[src/hdl/dhlw_pkg.sv]
`timescale 1ns / 1ps
package dhlw_pkg;
    localparam logic [31:0] PI_Q29      = 32'd1686629713;
    localparam logic [31:0] HALF_PI_Q29 = 32'd843314857;
    localparam logic signed [33:0] GAIN_Q30 = 34'sd652032874;
    localparam logic signed [33:0] ONE_Q30  = 34'sd1073741824;
    localparam logic signed [33:0] TWO_Q30  = 34'sd2147483648;
    localparam logic signed [35:0] FOUR_Q30 = 36'sd4294967296;

    localparam logic [2:0] REG_MAX_DEGREE   = 3'd0;
    localparam logic [2:0] REG_FIRST_ROW    = 3'd1;
    localparam logic [2:0] REG_ROW_COUNT    = 3'd2;
    localparam logic [2:0] REG_NORTH_ROWS   = 3'd3;
    localparam logic [2:0] REG_EQ_THRESHOLD = 3'd4;

    // arctangent table in q4.30, exact powers of two past the head
    function automatic logic signed [33:0] atan_q30(input logic [5:0] i);
        logic signed [33:0] r;
        begin
            unique case (i)
                6'd0: r = 34'sd843314857;
                6'd1: r = 34'sd497837829;
                6'd2: r = 34'sd263043837;
                6'd3: r = 34'sd133525159;
                6'd4: r = 34'sd67021687;
                6'd5: r = 34'sd33543516;
                6'd6: r = 34'sd16775851;
                6'd7: r = 34'sd8388437;
                6'd8: r = 34'sd4194283;
                6'd9: r = 34'sd2097149;
                default: r = (i <= 6'd30) ? (34'sd1 <<< (6'd30 - i)) : 34'sd0;
            endcase
            return r;
        end
    endfunction

    function automatic logic signed [33:0] sat2(input logic signed [35:0] v);
        begin
            if (v > 36'sd2147483648) return TWO_Q30;
            if (v < -36'sd2147483648) return -TWO_Q30;
            return v[33:0];
        end
    endfunction
endpackage

[src/hdl/dhlw_divider.sv]
`timescale 1ns / 1ps
// unsigned restoring divider, one quotient bit per cycle
module dhlw_divider
    import dhlw_pkg::*;
#(
    parameter int N_W = 64,
    parameter int D_W = 48
) (
    input  logic           clk,
    input  logic           rst_n,
    input  logic           start,
    input  logic [N_W-1:0] num,
    input  logic [D_W-1:0] den,
    output logic           done,
    output logic [N_W-1:0] quo
);
    localparam int CW = $clog2(N_W + 1);
    logic [N_W-1:0] q_reg, q_next;
    logic [D_W:0]   r_reg, r_next;
    logic [D_W-1:0] d_reg, d_next;
    logic [CW-1:0]  cnt_reg, cnt_next;
    logic           busy_reg, busy_next, done_reg, done_next;
    logic [D_W:0]   trial;

    always_comb
    begin
        q_next = q_reg; r_next = r_reg; d_next = d_reg;
        cnt_next = cnt_reg; busy_next = busy_reg; done_next = 1'b0;
        trial = {r_reg[D_W-1:0], q_reg[N_W-1]};
        if (start)
        begin
            q_next = num; r_next = '0; d_next = den;
            cnt_next = CW'(N_W); busy_next = 1'b1;
        end
        else if (busy_reg)
        begin
            q_next = {q_reg[N_W-2:0], 1'b0};
            if (trial >= {1'b0, d_reg})
            begin
                r_next = trial - {1'b0, d_reg};
                q_next[0] = 1'b1;
            end
            else
                r_next = trial;
            cnt_next = cnt_reg - 1'b1;
            if (cnt_reg == CW'(1))
            begin
                busy_next = 1'b0;
                done_next = 1'b1;
            end
        end
    end

    always_ff @(posedge clk or negedge rst_n)
    begin
        if (!rst_n)
        begin
            busy_reg <= 1'b0; done_reg <= 1'b0; cnt_reg <= '0;
        end
        else
        begin
            busy_reg <= busy_next; done_reg <= done_next; cnt_reg <= cnt_next;
        end
    end

    always_ff @(posedge clk)
    begin
        q_reg <= q_next; r_reg <= r_next; d_reg <= d_next;
    end

    assign done = done_reg;
    assign quo  = q_reg;
endmodule

[config.mk]
export PLATFORM = sky130hd
export DESIGN_NAME = dhlw_divider
export DESIGN_NICKNAME = d
export VERILOG_FILES = /design/src/hdl/dhlw_pkg.sv /design/src/hdl/dhlw_divider.sv
export SDC_FILE = /design/constraint.sdc
export NUM_CORES = 1
export LEC_CHECK = 0
export BUFFER_PORTS_ARGS = -buffer_cell sky130_fd_sc_hd__buf_2
export CAP_MARGIN = 30
export CORE_MARGIN = 2
export CORE_UTILIZATION = 37
export CTS_CLUSTER_SIZE = 24
export DETAILED_ROUTE_END_ITERATION = 7
export GPL_ROUTABILITY_DRIVEN = 1
export GPL_TIMING_DRIVEN = 1
export MAX_ROUTING_LAYER = met4
export SKIP_LAST_GASP = 1
export SYNTH_ARGS = -nofsm -noshare
export SYNTH_HDL_FRONTEND = slang
export SYNTH_SLANG_ARGS = --single-unit
[constraint.sdc]
create_clock -name clk -period 2.75 [get_ports clk]
set_clock_uncertainty 0.05 [all_clocks]
set_input_delay 0.275 -clock clk [delete_from_list [all_inputs] [get_ports clk]]
set_output_delay 0.275 -clock clk [all_outputs]
set_load 0.05 [all_outputs]
Yosys cells after proc, flatten, opt, wreduce, memory -nomap -nowiden:

Cells that the tools add are included.

* input port bits: 115
* register bits: 169

* magnitude comparators: 1
* equal/unequal tests: 1
* muxes and demuxes: 12
* add/sub/neg operators: 2
* reductions and logical operators: 1

Operators with widths (number)
* $mux W64: 2
* $ge A49 B48 Y1: 1
* $mux W48: 1
* $sub A48 B48 Y48: 1
* $mux W7: 2
* $eq A7 B1 Y1 const B: 1
* $mux W1: 7
* $sub A7 B1 Y7 const B: 1
* $reduce_bool A2 Y1: 1

Logic depth before layout (Yosys ltp):

* word-level depth: 4
* depth in mapped cells: 14

Worst setup path after synthesis:

Ideal clock, no wire load.

* path type: flip-flop to flip-flop
* start point: register q_reg[63], in the netlist quo[63]
* end point: register r_reg[46]
* library setup time: 0.091 ns
* data arrival time: 3.017 ns
* stages on the path, launching flop included: 13
* clock period less this slack: 3.158 ns
* setup slack: -0.408 ns
* cells stage by stage: edfxtp_1 > inv_1 > ha_1 > fa_1 > nand2b_1 > a21o_1 > a211oi_1 > o21ai_0 > a211o_1 > a21oi_1 > mux2i_1 > o21ai_0 > a311oi_1

* longest elaborated chain between the ends: 2
* elaborated cells between the ends (all ways): 3

Ends and longest elaborated chain
* start, declared: line dhlw_divider.sv:18 `logic [N_W-1:0] q_reg, q_next;`
* start signal, assigned: line dhlw_divider.sv:68 `q_reg <= q_next; r_reg <= r_next; d_reg <= d_next;`
* $sub A48 B48 Y48 or $ge A49 B48 Y1 (tied branches): line dhlw_divider.sv:40, dhlw_divider.sv:38
* $mux W48 (*): line dhlw_divider.sv:38 `if (trial >= {1'b0, d_reg})`
* end signal, assigned: line dhlw_divider.sv:68
* end, declared: line dhlw_divider.sv:19 `logic [D_W:0] r_reg, r_next;`

Every way passes the cells marked *; elsewhere a longest branch is shown, timed or not.
A chain may end at the register's enable or synchronous reset.

Worst setup path in the final report:

* start point: register d_reg[0]
* end point: register r_reg[46]

* longest elaborated chain between the ends: 2
* elaborated cells between the ends (all ways): 3

Ends and longest elaborated chain
* start, declared: line dhlw_divider.sv:20 `logic [D_W-1:0] d_reg, d_next;`
* start signal, assigned: line dhlw_divider.sv:68
* $sub A48 B48 Y48 or $ge A49 B48 Y1 (tied branches): line dhlw_divider.sv:40, dhlw_divider.sv:38
* $mux W48 (*): line dhlw_divider.sv:38

Marked as above.

==> impl_metrics.toml <==
[outcome]
status = "finished with violations"
violations = "setup timing"

[synth]
syn_inst = 984
synth_edf_count = 112
yosysWarnings = 0
synthTopCellsByCount = "nand2_1, edfxtp_1, nor2_1, inv_1, a21oi_1"
yosys-top-cells-area = "edfxtp_1, dfxtp_1, mux2_2"
synth-seq-cells = 169
async_flop_share = 0.05325
synth_fp_nets = 1150
synth_most_common_cell = "nand2_1"
synth_area_sq_mm = 0.009837
syn_area_per_cell_sq_um = 9.997
yosys.area.top_type = "edfxtp_1"
yosysSeqAreaShare = 0.4625
synth_top_flop_cell = "edfxtp_1"
yosysUniqueCellTypes = 68
synth_top_area_share = 0.3419

[power_and_ir_drop]
p_leak_nw = 6.572
vdd_drop_max_mv = 0.3941
power.density_mw_per_mm2 = 567.2

[global_route]
grt_max_degree = 96
grt_pass1_wl_um = 46350
grt_overflow = 0
grt_pass1_vias = 9144
antenna_found_initial = 0
grt_usage = 0.2123

[timing]
hold_viol_final = 0
final-setup-viol-count = 46
final.setup.worst_slack_ns = -0.1571
min_period_ns = 2.907
min_period_over_period = 1.057
final_max_slew_viol_count = 0
rsz0062_at_grt = "true"
timing.fmax_mhz = 344.0
worst_pin_slew_ns = 0.7685
setup-tns-final_ns = -2.459
slew_headroom = 0.4876

[setup_path]
cpPeakStageDelay_ns = 0.41
path_cells = "ha_4 -> fa_2 -> nand2b_4 -> a21o_1 -> a211oi_2 -> o21ai_2 -> a211o_1 -> a21oi_2 -> mux2i_1 -> o21ai_1 -> a311oi_1"
slowest_stage = "edfxtp_1"
crit_family = "compound AO/OA/AOI/OAI gates"
path_max_fanout = 3
critPathRequiredTime_ns = 3.05
worstPathArrival_ns = 3.20
critPathKind = "flop to flop"
crit_buf_inv = 0
end_kind = "flop"
startpoint_type = "flop"

[routing]
drtIter0Drc = 521
drc = 0
viasPerCell = 5.148
dr.pass1.iters = 5
antenna_left = 0
vias = 8917
wirelength_um = 29690
drt-wirelength-per-cell_um = 17.14

[placement]
place_congestion = 0.8692
portBuffers = 179
dp_hpwl_um = 20050

[floorplan]
std_cell_rows = 59
chipWidth_um = 167.1
start_util = 0.3775
dieArea_sq_mm = 0.02791
ios = 180
die_h_um = 167.1
coreArea_sq_mm = 0.02606

[cells_and_area]
final_core_util = 0.5742
largest_reg_flops = 64
layout-drive-gt1-share = 0.4825
multi_input_area_sq_mm = 0.005922
n_antenna_cell = 0
syn2layout_area_growth_pct = 52.10
layout.nets = 1550
ff_latch_area_sq_mm = 0.004552
nFillCells = 2219

[job]
drv_cap = 0

[cts]
cts_tree = "built"
cts_buffers = 17
h-tree-depth = 4
cts.path.max_buffers = 2
clk_latency_ns = 0.44
clock_sinks = 169
clk_pin_slew_ns = 0.07
cts-root-buf = "clkbuf_16"

[min_path]
hp-class = "input pin to flop"
-- cells in the final DEF, fill, tap and decap left out, drive strengths merged, types with 48 or more instances in the layout --
cell type and n:
buf 386, nand2 114, edfxtp 112, nor2 85, inv 75, a21oi 68
mux2 64, ha 50, dlygate4sd3 48, dfxtp 48
-- worst register-to-register path: cells and delay by family, from the launching register on --
kind,cells,cell delay (ns)
fa+ha+maj,2,0.52
mux,1,0.20
flops,1,0.41
simple gates,1,0.15
compound gates,7,1.49
-- through the flow --
| step | hold WS (ns) | cell area (sq um) | setup WS (ns) | power [mW] | std cells |
|---|---|---|---|---|---|
| 2_1_floorplan | -0.07059 | 9896 | -0.2503 | 4.778 | 984 |
| 6_report | 0.02642 | 14960 | -0.1571 | 8.487 | 1732 |
| 3_5_place_dp | 0.09095 | 12330 | -0.3295 | 5.631 | 1612 |
| 3_3_place_gp | 0.08738 | 12330 | -0.2815 | 5.613 | 1612 |
| 5_1_grt | 0.008732 | 14960 | -0.2845 | 8.889 | 1732 |
| 4_1_cts | 0.007262 | 14140 | -0.2257 | 8.310 | 1720 |
-- timing repair --
| action | in CTS | in global routing |
|---|---|---|
| pin swaps | 53 | 66 |
| hold endpoints to repair | 56 | 0 |
| hold buffers | 48 | 0 |
| setup buffers | 28 | 18 |
| setup endpoints to repair | 49 | 49 |
| resized for setup | 90 | 160 |
| cloned | 4 | 1 |
-- power breakdown --
part           total (mW)  internal (mW)  switching [mW]
Clock                2.46           1.23            1.23
Combinational        2.80           1.19            1.61
Sequential           3.22           3.03           0.190
-- routing by layer --
layer | wire length, um | vias up | track usage
met5 | 0 | - | -
met4 | 512 | 0 | 0.05885
met3 | 1312 | 34 | 0.03493
met2 | 14610 | 242 | 0.3503
met1 | 13250 | 4259 | 0.2704
li1 | - | 4382 | -
-- area by class of cell --
class / instances / area share
multi-input cells: 692 / 0.3958
inverters: 69 / 0.01731
repair buffers: 435 / 0.2141
clock buffers: 18 / 0.02868
well taps: 335 / 0.02801
flip-flops and latches: 169 / 0.3042
clock inverters: 14 / 0.01187
-- cells by family after synthesis --
group / after synthesis / synth area share
AND/OR/NAND/NOR: 295 / 0.1375
AO/OA/AOI/OAI: 235 / 0.1682
flip-flops: 169 / 0.4625
buffers and inverters: 123 / 0.05075
multiplexers: 67 / 0.07632
adder cells (fa/ha/maj): 51 / 0.06563
XOR/XNOR: 44 / 0.03918
-- path summary, 6_finish.rpt --
path / from / endpoint / slack, ns / cells past startpoint
min in group asynchronous: rst_n / cnt_reg[0]$_DFFE_PN0P_ / 0.16 / 2
hold reg to reg: r_reg[33]$_SDFFE_PP0P_ / r_reg[33]$_SDFFE_PP0P_ / 0.46 / 2
hold / removal: den[1] / d_reg[1]$_DFFE_PP_ / 0.03 / 1
max in group asynchronous: rst_n / busy_reg$_DFF_PN0_ / 2.28 / 2
setup / recovery: d_reg[0]$_DFFE_PP_ / r_reg[46]$_SDFFE_PP0P_ / -0.16 / 11
setup reg to reg: d_reg[0]$_DFFE_PP_ / r_reg[46]$_SDFFE_PP0P_ / -0.16 / 11
(Power assumes the default switching activity.)
